## config.mk

```make
export PLATFORM = sky130hd
export DESIGN_NAME = lru_key_value_cache_core
export DESIGN_NICKNAME = d
export VERILOG_FILES = /design/src/rtl/lkv_pkg.sv /design/src/rtl/lkv_match.sv /design/src/rtl/lkv_store.sv /design/src/rtl/lru_key_value_cache_core.sv
export SDC_FILE = /design/constraint.sdc
export NUM_CORES = 2
export LEC_CHECK = 0
export BUFFER_PORTS_ARGS = -buffer_cell sky130_fd_sc_hd__buf_2
export CAP_MARGIN = 20
export CORE_AREA = 2 2 370 372
export DETAILED_ROUTE_END_ITERATION = 16
export DIE_AREA = 0 0 372 374
export GPL_ROUTABILITY_DRIVEN = 0
export GPL_TIMING_DRIVEN = 0
export PLACE_DENSITY = 0.62
export REMOVE_ABC_BUFFERS = 1
export SKIP_CTS_REPAIR_TIMING = 1
export SYNTH_ARGS = -nofsm -noshare
export SYNTH_HDL_FRONTEND = slang
export SYNTH_SLANG_ARGS = --single-unit
```

## constraint.sdc

```tcl
create_clock -name clk -period 11.2 [get_ports clk]
set_input_delay 2.24 -clock clk [delete_from_list [all_inputs] [get_ports clk]]
set_output_delay 2.24 -clock clk [all_outputs]
set_load 0.02 [all_outputs]
```

## src/rtl/lkv_pkg.sv

```systemverilog
// ----------------------------------------------------------------------------
// lkv_pkg
// Shared constants and types for the LRU key/value cache.
// ----------------------------------------------------------------------------
package lkv_pkg;

  localparam int DEPTH      = 16;
  localparam int KEY_BITS   = 32;
  localparam int FIELD_BITS = 32;
  localparam int VALUE_BITS = 32;
  localparam int TAG_BITS   = (KEY_BITS < FIELD_BITS) ? KEY_BITS : FIELD_BITS;
  localparam int SLOT_BITS  = $clog2(DEPTH);
  localparam int CNT_BITS   = $clog2(DEPTH + 1);
  localparam int CAP_BITS   = 5;
  localparam int CMP_BITS   = (CNT_BITS > CAP_BITS) ? CNT_BITS : CAP_BITS;

  localparam logic [CAP_BITS-1:0] CAP_RESET = CAP_BITS'(16);

  localparam logic FUNC_LOOKUP = 1'b0;
  localparam logic FUNC_INSERT = 1'b1;

  typedef struct packed {
    logic                  hit;
    logic [DEPTH-1:0]      hit_sel;
    logic [VALUE_BITS-1:0] hit_value;
    logic [DEPTH-1:0]      victim_sel;
    logic [TAG_BITS-1:0]   victim_tag;
    logic [VALUE_BITS-1:0] victim_value;
  } lkv_probe_t;

  typedef struct packed {
    logic                  en;
    logic                  append;
    logic [DEPTH-1:0]      sel;
    logic                  wr_key;
    logic                  wr_value;
    logic [TAG_BITS-1:0]   tag;
    logic [VALUE_BITS-1:0] value;
  } lkv_update_t;

endpackage

```

## src/rtl/lkv_match.sv

```systemverilog
// ----------------------------------------------------------------------------
// lkv_match
// Parallel key compare over all slots; picks the hit and the oldest entry.
// ----------------------------------------------------------------------------
module lkv_match (
  input  logic [lkv_pkg::TAG_BITS-1:0]   tag,
  input  logic [lkv_pkg::TAG_BITS-1:0]   keys   [lkv_pkg::DEPTH],
  input  logic [lkv_pkg::VALUE_BITS-1:0] values [lkv_pkg::DEPTH],
  input  logic [lkv_pkg::SLOT_BITS-1:0]  ages   [lkv_pkg::DEPTH],
  input  logic [lkv_pkg::CNT_BITS-1:0]   count,
  output lkv_pkg::lkv_probe_t            probe
);

  logic [lkv_pkg::DEPTH-1:0] valid;

  always_comb begin
    probe = '0;
    for (int i = 0; i < lkv_pkg::DEPTH; i++) begin
      valid[i]            = lkv_pkg::CNT_BITS'(i) < count;
      probe.hit_sel[i]    = valid[i] && (keys[i] == tag);
      probe.victim_sel[i] = valid[i] && (ages[i] == '0);
      probe.hit_value     = probe.hit_value
                          | ({lkv_pkg::VALUE_BITS{probe.hit_sel[i]}} & values[i]);
      probe.victim_tag    = probe.victim_tag
                          | ({lkv_pkg::TAG_BITS{probe.victim_sel[i]}} & keys[i]);
      probe.victim_value  = probe.victim_value
                          | ({lkv_pkg::VALUE_BITS{probe.victim_sel[i]}} & values[i]);
    end
    probe.hit = |probe.hit_sel;
  end

endmodule

```

## src/rtl/lkv_store.sv

```systemverilog
// ----------------------------------------------------------------------------
// lkv_store
// Slot contents, per-slot recency rank (0 = least recent) and entry count.
// ----------------------------------------------------------------------------
module lkv_store (
  input  logic                           clk,
  input  logic                           rst,
  input  lkv_pkg::lkv_update_t           upd,
  output logic [lkv_pkg::TAG_BITS-1:0]   keys   [lkv_pkg::DEPTH],
  output logic [lkv_pkg::VALUE_BITS-1:0] values [lkv_pkg::DEPTH],
  output logic [lkv_pkg::SLOT_BITS-1:0]  ages   [lkv_pkg::DEPTH],
  output logic [lkv_pkg::CNT_BITS-1:0]   count
);

  logic [lkv_pkg::SLOT_BITS-1:0] ages_next [lkv_pkg::DEPTH];
  logic [lkv_pkg::SLOT_BITS-1:0] sel_age;
  logic [lkv_pkg::SLOT_BITS-1:0] last_rank;
  logic [lkv_pkg::CNT_BITS-1:0]  count_m1;
  logic [lkv_pkg::CNT_BITS-1:0]  count_next;

  always_comb begin
    count_m1  = count - lkv_pkg::CNT_BITS'(1);
    last_rank = count_m1[lkv_pkg::SLOT_BITS-1:0];
    sel_age   = '0;
    for (int i = 0; i < lkv_pkg::DEPTH; i++) begin
      sel_age = sel_age | ({lkv_pkg::SLOT_BITS{upd.sel[i]}} & ages[i]);
    end
    count_next = count;
    for (int i = 0; i < lkv_pkg::DEPTH; i++) begin
      ages_next[i] = ages[i];
      if (upd.en) begin
        if (upd.append) begin
          if (upd.sel[i]) begin
            ages_next[i] = count[lkv_pkg::SLOT_BITS-1:0];
          end
        end else if (upd.sel[i]) begin
          ages_next[i] = last_rank;
        end else if ((lkv_pkg::CNT_BITS'(i) < count) && (ages[i] > sel_age)) begin
          ages_next[i] = ages[i] - lkv_pkg::SLOT_BITS'(1);
        end
      end
    end
    if (upd.en && upd.append) begin
      count_next = count + lkv_pkg::CNT_BITS'(1);
    end
  end

  always_ff @(posedge clk) begin
    if (rst) begin
      count <= '0;
    end else begin
      count <= count_next;
    end
  end

  always_ff @(posedge clk) begin
    for (int i = 0; i < lkv_pkg::DEPTH; i++) begin
      ages[i] <= ages_next[i];
      if (upd.en && upd.sel[i] && upd.wr_key) begin
        keys[i] <= upd.tag;
      end
      if (upd.en && upd.sel[i] && upd.wr_value) begin
        values[i] <= upd.value;
      end
    end
  end

endmodule

```

## src/rtl/lru_key_value_cache_core.sv

```systemverilog
// ----------------------------------------------------------------------------
// lru_key_value_cache_core
// Fully associative key/value cache with least-recently-used replacement.
// ----------------------------------------------------------------------------
// A request (func, key, value) is taken on a clock edge with start high and
// busy low. busy stays low: a request may be issued every cycle.
// func lookup returns hit and found_value and refreshes the entry on a hit.
// func insert writes the value as most recent; a new key with the cache at
// capacity evicts the oldest entry and reports it on evicted, evicted_key and
// evicted_value.
// Each request gives one result, shown on the result ports for one cycle
// with done high from the edge after the request is taken (the compare and
// update pass runs from the input register into the result register).
// Throughput is one request per cycle, set by the parallel compare over all
// slots. The receiver cannot stall; results must be taken when done is high.
// Write capacity through wr_en/wr_data only while no request is in flight;
// the block does not enforce this. Synchronous reset empties the cache, drops
// any request in flight and sets capacity to 16. No clearing pass is needed.
// ----------------------------------------------------------------------------
module lru_key_value_cache_core (
  input  logic                              clk,
  input  logic                              rst,
  input  logic                              start,
  output logic                              busy,
  input  logic                              func,
  input  logic [lkv_pkg::FIELD_BITS-1:0]    key,
  input  logic [lkv_pkg::VALUE_BITS-1:0]    value,
  input  logic                              wr_en,
  input  logic [lkv_pkg::CAP_BITS-1:0]      wr_data,
  output logic                              done,
  output logic                              hit,
  output logic [lkv_pkg::VALUE_BITS-1:0]    found_value,
  output logic                              evicted,
  output logic [lkv_pkg::FIELD_BITS-1:0]    evicted_key,
  output logic [lkv_pkg::VALUE_BITS-1:0]    evicted_value
);

  logic                            in_valid;
  logic                            in_func;
  logic [lkv_pkg::TAG_BITS-1:0]    in_tag;
  logic [lkv_pkg::VALUE_BITS-1:0]  in_value;
  logic [lkv_pkg::CAP_BITS-1:0]    capacity;

  logic [lkv_pkg::TAG_BITS-1:0]    keys   [lkv_pkg::DEPTH];
  logic [lkv_pkg::VALUE_BITS-1:0]  values [lkv_pkg::DEPTH];
  logic [lkv_pkg::SLOT_BITS-1:0]   ages   [lkv_pkg::DEPTH];
  logic [lkv_pkg::CNT_BITS-1:0]    count;

  lkv_pkg::lkv_probe_t             probe;
  lkv_pkg::lkv_update_t            upd;

  logic [lkv_pkg::CMP_BITS-1:0]    cap_w;
  logic [lkv_pkg::CMP_BITS-1:0]    cnt_w;
  logic [lkv_pkg::CMP_BITS-1:0]    eff_w;
  logic                            full;
  logic [lkv_pkg::DEPTH-1:0]       append_sel;

  logic                            hit_next;
  logic [lkv_pkg::VALUE_BITS-1:0]  found_value_next;
  logic                            evicted_next;
  logic [lkv_pkg::FIELD_BITS-1:0]  evicted_key_next;
  logic [lkv_pkg::VALUE_BITS-1:0]  evicted_value_next;

  assign busy = 1'b0;

  always_ff @(posedge clk) begin
    if (rst) begin
      in_valid <= 1'b0;
      capacity <= lkv_pkg::CAP_RESET;
      done     <= 1'b0;
    end else begin
      in_valid <= start && !busy;
      done     <= in_valid;
      if (wr_en) begin
        capacity <= wr_data;
      end
    end
  end

  always_ff @(posedge clk) begin
    if (start && !busy) begin
      in_func  <= func;
      in_tag   <= key[lkv_pkg::TAG_BITS-1:0];
      in_value <= value;
    end
    hit           <= hit_next;
    found_value   <= found_value_next;
    evicted       <= evicted_next;
    evicted_key   <= evicted_key_next;
    evicted_value <= evicted_value_next;
  end

  lkv_match u_match (
    .tag    (in_tag),
    .keys   (keys),
    .values (values),
    .ages   (ages),
    .count  (count),
    .probe  (probe)
  );

  lkv_store u_store (
    .clk    (clk),
    .rst    (rst),
    .upd    (upd),
    .keys   (keys),
    .values (values),
    .ages   (ages),
    .count  (count)
  );

  always_comb begin
    cap_w = lkv_pkg::CMP_BITS'(capacity);
    cnt_w = lkv_pkg::CMP_BITS'(count);
    if (cap_w == '0) begin
      eff_w = lkv_pkg::CMP_BITS'(1);
    end else if (cap_w > lkv_pkg::CMP_BITS'(lkv_pkg::DEPTH)) begin
      eff_w = lkv_pkg::CMP_BITS'(lkv_pkg::DEPTH);
    end else begin
      eff_w = cap_w;
    end
    full = cnt_w >= eff_w;
    for (int i = 0; i < lkv_pkg::DEPTH; i++) begin
      append_sel[i] = lkv_pkg::CNT_BITS'(i) == count;
    end

    upd                = '0;
    upd.tag            = in_tag;
    upd.value          = in_value;
    hit_next           = 1'b0;
    found_value_next   = '0;
    evicted_next       = 1'b0;
    evicted_key_next   = '0;
    evicted_value_next = '0;

    if (in_valid) begin
      case (in_func)
        lkv_pkg::FUNC_LOOKUP: begin
          if (probe.hit) begin
            upd.en           = 1'b1;
            upd.sel          = probe.hit_sel;
            hit_next         = 1'b1;
            found_value_next = probe.hit_value;
          end
        end
        lkv_pkg::FUNC_INSERT: begin
          upd.en       = 1'b1;
          upd.wr_value = 1'b1;
          if (probe.hit) begin
            upd.sel = probe.hit_sel;
          end else if (!full) begin
            upd.append = 1'b1;
            upd.sel    = append_sel;
            upd.wr_key = 1'b1;
          end else begin
            upd.sel            = probe.victim_sel;
            upd.wr_key         = 1'b1;
            evicted_next       = 1'b1;
            evicted_key_next   = lkv_pkg::FIELD_BITS'(probe.victim_tag);
            evicted_value_next = probe.victim_value;
          end
        end
        default: begin
          upd.en = 1'b0;
        end
      endcase
    end
  end

  a_result_follows: assert property (@(posedge clk) disable iff (rst)
    (start && !busy) |-> ##2 done)
    else $error("request without result");

  a_hit_xor_evict: assert property (@(posedge clk) disable iff (rst)
    done |-> !(hit && evicted))
    else $error("hit and eviction in one result");

  a_miss_zero: assert property (@(posedge clk) disable iff (rst)
    (done && !evicted) |-> (evicted_key == '0) && (evicted_value == '0))
    else $error("eviction fields not zero");

  a_count_bound: assert property (@(posedge clk) disable iff (rst)
    (count <= lkv_pkg::CNT_BITS'(lkv_pkg::DEPTH)))
    else $error("entry count above depth");

  a_evict_when_full: assert property (@(posedge clk) disable iff (rst)
    (in_valid && !full) |=> !evicted)
    else $error("eviction with free slot");

endmodule
```

# Word level (Yosys, flattened, before mapping)
# Cells that the tools add are included.
[word_totals] regBits=1263 in_bits=74 output_inout_bits=100 wordCells=518
[op_classes] addsub=18 n_lt_le_gt_ge=34 n_eq_ne=47 muxes=79 bitwise=128 n_reduce_logical=152
[ops] operator="AND 32 bit" count=48
[ops] operator="bitwise OR 32 bit" count=45
[ops] operator="equality test 32 bit" count=16
[ops] operator="two-way mux 4 bit" count=64
[ops] operator="logical AND 1 bit" count=97
[ops] operator="subtractor 4 x 1 -> 4 bit (second input constant)" count=17
[ops] operator="AND 4 bit" count=16
[ops] operator="> comparator 4 bit" count=16
[ops] operator="logical NOT 4 bit" count=16
[ops] operator="bitwise OR 4 bit" count=15
[ops] operator="AND reduction 3 bit" count=16
[ops] operator="equality test 4 x 5 -> 1 bit (first input constant)" count=8
[ops] operator="less-than comparator 4 x 5 -> 1 bit (first input constant)" count=8
[ops] operator="two-way mux 16 bit" count=2
[ops] operator="inequality test 2 bit (second input constant)" count=16
[ops] operator="one-hot mux 16 bit (2 select lines)" count=1
[ops] operator="nonzero test 2 bit" count=16
[ops] operator="equality test 3 x 5 -> 1 bit (first input constant)" count=4
[ops] operator="less-than comparator 3 x 5 -> 1 bit (first input constant)" count=4
[ops] operator="two-way mux 20 bit" count=1
[ops] operator="OR reduction 19 bit" count=1
[ops] operator="OR reduction 18 bit" count=1
[ops] operator="two-way mux 17 bit" count=1
[ops] operator="OR reduction 16 bit" count=1
[ops] operator="other kinds (15)" count=28

# Longest topological paths before layout
[depth] word_depth=29 mapped_depth=23 mapped_depth_nobuf=21

# Hierarchy
# Synthesis repeated with hierarchy kept, for this count alone.
[unflattened] cells_unflattened=5075 area_unflattened_um2=61225.0
[by_module_without_submodules] mod="lkv_store" instances=1 cells_per_inst=1787 area_per_inst_um2=37332.1 seq_area_each_um2=32771.4
[by_module_without_submodules] mod="lkv_match" instances=1 cells_per_inst=2900 area_per_inst_um2=18480.2 seq_area_each_um2=0.0
[by_module_without_submodules] mod="lru_key_value_cache_core" instances=1 cells_per_inst=388 area_per_inst_um2=5412.7 seq_area_each_um2=4053.9

# Worst setup path after synthesis
# No wires, ideal clock.
[synth_path] path_kind="register to register" startpoint="register in_tag[15] (netlist name)" endpoint="register u_store.ages[0] (netlist name) (enable)" setup_ps=259 arrival_ps=6437 path_slack_ps=4504 stages_incl_launch_ff=23 path_buffers=4 cell_sequence="edfxtp_1 buf_4 buf_6 xor2_1 nor4_1 nand4_1 nor4_1 nor4_1 nand4_4 or2_1 buf_4 a21oi_1 a21oi_1 buf_2 o221ai_1 nor3_1 o2111ai_1 ha_1 inv_1 a21o_1 maj3_1 a211o_1 o211a_1"
[synth_via] elab_chain_cells=26
[synth_lines] item="start: declaration" line="lru_key_value_cache_core.sv:40" source="logic [lkv_pkg::TAG_BITS-1:0] in_tag;"
[synth_lines] item="start signal: assignment" line="lru_key_value_cache_core.sv:83" source="in_tag <= key[lkv_pkg::TAG_BITS-1:0];"
[synth_lines] item="equality test 32 bit" line="lkv_match.sv:20" source="probe.hit_sel[i] = valid[i] && (keys[i] == tag);"
[synth_lines] item="logical AND 1 bit" line="lkv_match.sv:20"
[synth_lines] item="OR reduction 16 bit" line="lkv_match.sv:29" source="probe.hit = |probe.hit_sel;"
[synth_lines] item="two-way mux 16 bit, on equally long branches" line="lru_key_value_cache_core.sv:149, lru_key_value_cache_core.sv:139"
[synth_lines] item="one-hot mux 16 bit (2 select lines)" line="lru_key_value_cache_core.sv:137" source="case (in_func)"
[synth_lines] item="two-way mux 20 bit *" line="lru_key_value_cache_core.sv:136" source="if (in_valid) begin"
[synth_lines] item="AND 4 bit" line="lkv_store.sv:26" source="sel_age = sel_age | ({lkv_pkg::SLOT_BITS{upd.sel[i]}} & ages[i]);"
[synth_lines] item="bitwise OR 4 bit (15 in a row)" line="lkv_store.sv:26"
[synth_lines] item="> comparator 4 bit" line="lkv_store.sv:38" source="end else if ((lkv_pkg::CNT_BITS'(i) < count) && (ages[i] > sel_age)) begin"
[synth_lines] item="logical AND 1 bit" line="lkv_store.sv:38"
[synth_lines] item="nonzero test 2 bit (no source line)"
[synth_lines] item="AND reduction 3 bit (no source line) *"
[synth_lines] item="end signal: indexed assignment" line="lkv_store.sv:58" source="ages[i] <= ages_next[i];"
[synth_lines] item="end: declaration" line="lkv_store.sv:11" source="output logic [lkv_pkg::SLOT_BITS-1:0] ages [lkv_pkg::DEPTH],"
# Every way passes the cells marked *; elsewhere a longest branch is shown, timed or not.
# A chain may end at the register's enable or synchronous reset.

# Final worst setup path
[layout_path] startpoint="register in_tag[26] (netlist name)" endpoint="register u_store.ages[0] (netlist name) (enable)"
# Same word-level chain as after synthesis.

==> impl_metrics.env <==
export IMPL_fin_total_pwr_w=0.0104
export IMPL_fin_util_pct=50.4
export IMPL_holdWs_ps=502
export IMPL_tightest_slew_ps=1200
export IMPL_grt_usage_pct=30.1
export IMPL_wl_per_cell_um=34.3
export IMPL_grt_pass1_vias=40300
export IMPL_grt_max_degree=49
export IMPL_cts_tree="done"
export IMPL_ys_top_cells_by_area="edfxtp_1 (60%), xor2_1 (5.5%), dfxtp_1 (3.8%)"
export IMPL_synth_edf_count=1153
export IMPL_nNetsFinal=4519
export IMPL_power_leakage_nw=22.2
export IMPL_worst_ep_required_time_ps=11720
export IMPL_numPortBuffers=172
export IMPL_setup_worst_path_end_class="flop"
export IMPL_cp_cell_sequence="buf_16 > xor2_1 > nor4_1 > nand4_1 > nor3_4 > buf_16 > nor4_4 > nand3_2 > or2_1 > buf_16 > nor2_4 > a21oi_1 > o22ai_1 > nor3_1 > and3_1 > ha_1 > a21o_1 > maj3_1 > a211o_1 > o211a_1"
export IMPL_finalCriticalPeriod_ps=8790
export IMPL_remaining_drc_errors=0
export IMPL_fin_skew_ps=60.4
export IMPL_rsz0062_at_grt="no"
export IMPL_use_met2_pct=43.3
export IMPL_coreArea_um2=135000
export IMPL_hp_class="flop to flop"
export IMPL_start_kind="flop"
export IMPL_drv_slew=0
export IMPL_yosysSeqAreaShare_pct=63.9
export IMPL_ios=174
export IMPL_cpPeakStageDelay_ps=970
export IMPL_rows=135
export IMPL_power_density_nw_per_um2=153
export IMPL_die_h_um=374
export IMPL_ys_async_sr_fraction_pct=0
export IMPL_use_met1_pct=41.7
export IMPL_syn_avg_cell_area_um2=14.1
export IMPL_critPathSlowestCell="nor4_1"
export IMPL_overflow=0
export IMPL_setup_violations=0
export IMPL_hold_violations=0
export IMPL_arrival_ps=9310
export IMPL_finalCritPeriodShare_pct=78.5
export IMPL_grt_pass1_wl_um=300000
export IMPL_fp_dieW_um=372
export IMPL_vias=42700
export IMPL_ir_drop_v=0.000173
export IMPL_crit_top_cell="buf_16"
export IMPL_drt_iter0_drc=8731
export IMPL_drt_pass1_iterations=10
export IMPL_h_tree_depth=4
export IMPL_yosysWarningCount=0
export IMPL_die_area_um2=139000
export IMPL_dp_hpwl_um=148000
export IMPL_clock_sinks=1263
export IMPL_synth_area_leader_cell="edfxtp_1"
export IMPL_cts_made_buffers=137
export IMPL_clockRootBuffer="clkbuf_16"
export IMPL_cts_buffer_depth=3
export IMPL_drt_vias_per_instance=6.83
export IMPL_status="completed"
export IMPL_routed_wl_um=214000
export IMPL_worst_setup_path_type="flop to flop"
export IMPL_synth_seq_cells=1263
export IMPL_drv_cap=0
export IMPL_fmax_mhz=114
export IMPL_ys_flop_type="edfxtp_1"
export IMPL_start_util_pct=42.7
export IMPL_antenna_found_initial=6
export IMPL_syn_to_final_growth_pct=18.1
export IMPL_syn_inst=4089
export IMPL_dp_cells=5996
export IMPL_cp_max_fo=21
export IMPL_gr_usage_met3_pct=8.66
export IMPL_insertion_delay_ps=830
export IMPL_final_cells=6250
export IMPL_maxSlewHeadroom_pct=19.4
export IMPL_grt_busiest_layer="met2"
export IMPL_cts_clk_slew_worst_paths_ps=60
export IMPL_yosysUniqueCellTypes=79
export IMPL_final_layout_size_suffix_gt1_share_pct=17.4
export IMPL_synthesis_area_um2=57600
export IMPL_final_antenna_net_count=0
export IMPL_synth_top_area_share_pct=60.1
export IMPL_setup_tns_ps=0
==> layout make-up <==
class,count,area (um2)
fillers,11200,66900
flip-flops and latches,1263,36800
multi-input cells,2453,19400
repair buffers,434,4650
clock buffers,179,3780
well taps,1781,2230
clock inverters,72,855
inverters,67,251
diodes,1,2.50
==> layer usage <==
layer	vias to the layer above	part of all wire (%)
met5	-	0.016
met4	6	5.7
met3	713	14
met2	3705	43
met1	21100	38
li1	17200	-
==> cell usage after synthesis (all sizes together), types with 6 or more instances <==
library cell	number
mux2	16
a311oi	16
a31oi	99
nand3	106
nand2b	6
a21o	20
or4	7
o21ai	93
xnor2	206
clkbuf	200
a221oi	227
o211ai	10
o22ai	7
ha	89
maj3	16
a21oi	40
or3	7
a22o	164
xor2	359
nor4	147
edfxtp	1153
and3	49
nor2	100
mux2i	20
inv	67
a22oi	200
buf	106
nor4b	16
dfxtp	110
a211oi	29
nand2	92
nor3	46
nand4	80
a222oi	130
==> power by group <==
group	internal, W	switching (W)
clock	0.00258	0.00203
sequential	0.00520	0.0000957
combinational	0.000172	0.000314
==> per-stage QoR <==
step                instance area, um2  setup WS [ps]
global placement                 59100         -15080
floorplan                        56000            155
global route                     68000           2340
CTS                              68000           2700
detailed placement               63300           2750
finish                           68000           2410
==> critical path: cells and delay by family, from the launching register on <==
family          cells  cell delay, ps
compound gates      5            1660
xor+xnor            1             230
fa+ha+maj           2             760
buf+inv             3             760
flops               1             640
simple gates        9            4400
==> logic make-up (layout without fill, tap and decap cells) <==
family                     count (synthesis)  count (layout)  share of synthesized area (%)
muxes                                     36              36                          0.660
DFF                                     1263            1263                           63.9
xor gates and xnor gates                 565             565                           8.59
other                                      1               2                        0.00651
adders and majority gates                105             105                           2.23
and+or+nand+nor                          684             684                           6.66
AOI/OAI and AO/OA                       1062            1062                           14.8
buffers and inverters                    373             752                           3.17
==> cell usage in the layout, fill, tap and decap left out, types with 13 or more instances in the layout <==
cell       count
edfxtp_1    1153
xor2_1       359
a221oi_1     227
xnor2_1      205
a22oi_1      200
buf_2        171
a22o_1       164
clkbuf_16    142
nor4_1       139
a222oi_1     130
buf_4        114
dfxtp_1      109
nand3_1      105
a31oi_1       99
nand2_1       89
ha_1          89
o21ai_0       87
nand4_1       79
nor2_1        69
inv_1         67
buf_16        56
buf_6         43
and3_1        41
nor3_1        39
a21oi_1       36
buf_12        33
nor2_4        29
clkbuf_1      28
a21o_1        20
mux2i_1       20
clkinv_2      18
buf_8         17
mux2_2        16
a311oi_1      16
a211oi_1      16
a211oi_2      13
clkinv_1      13
==> final timing paths <==
path	startpoint	to	slack, ps	depth (start not counted)
worst max-delay path	in_tag[26]	u_store.ages[0]	2410	20
worst min-delay path	cap_w[0]	cap_w[0]	500	2
worst min register to register	cap_w[0]	cap_w[0]	500	2
worst max register to register	in_tag[26]	u_store.ages[0]	2410	20
==> state kept, by name, indices dropped and copies added, names as in the netlist <==
name and flops:
cap_w 5, done 1, evicted 1, evicted_key 32, evicted_value 32, found_value 32, hit 1, in_func 1
in_tag 32, in_valid 1, in_value 32, u_store.ages 64, u_store.count 5, u_store.keys 512, u_store.values 512
Note: power is estimated with default switching activity, not from simulation.
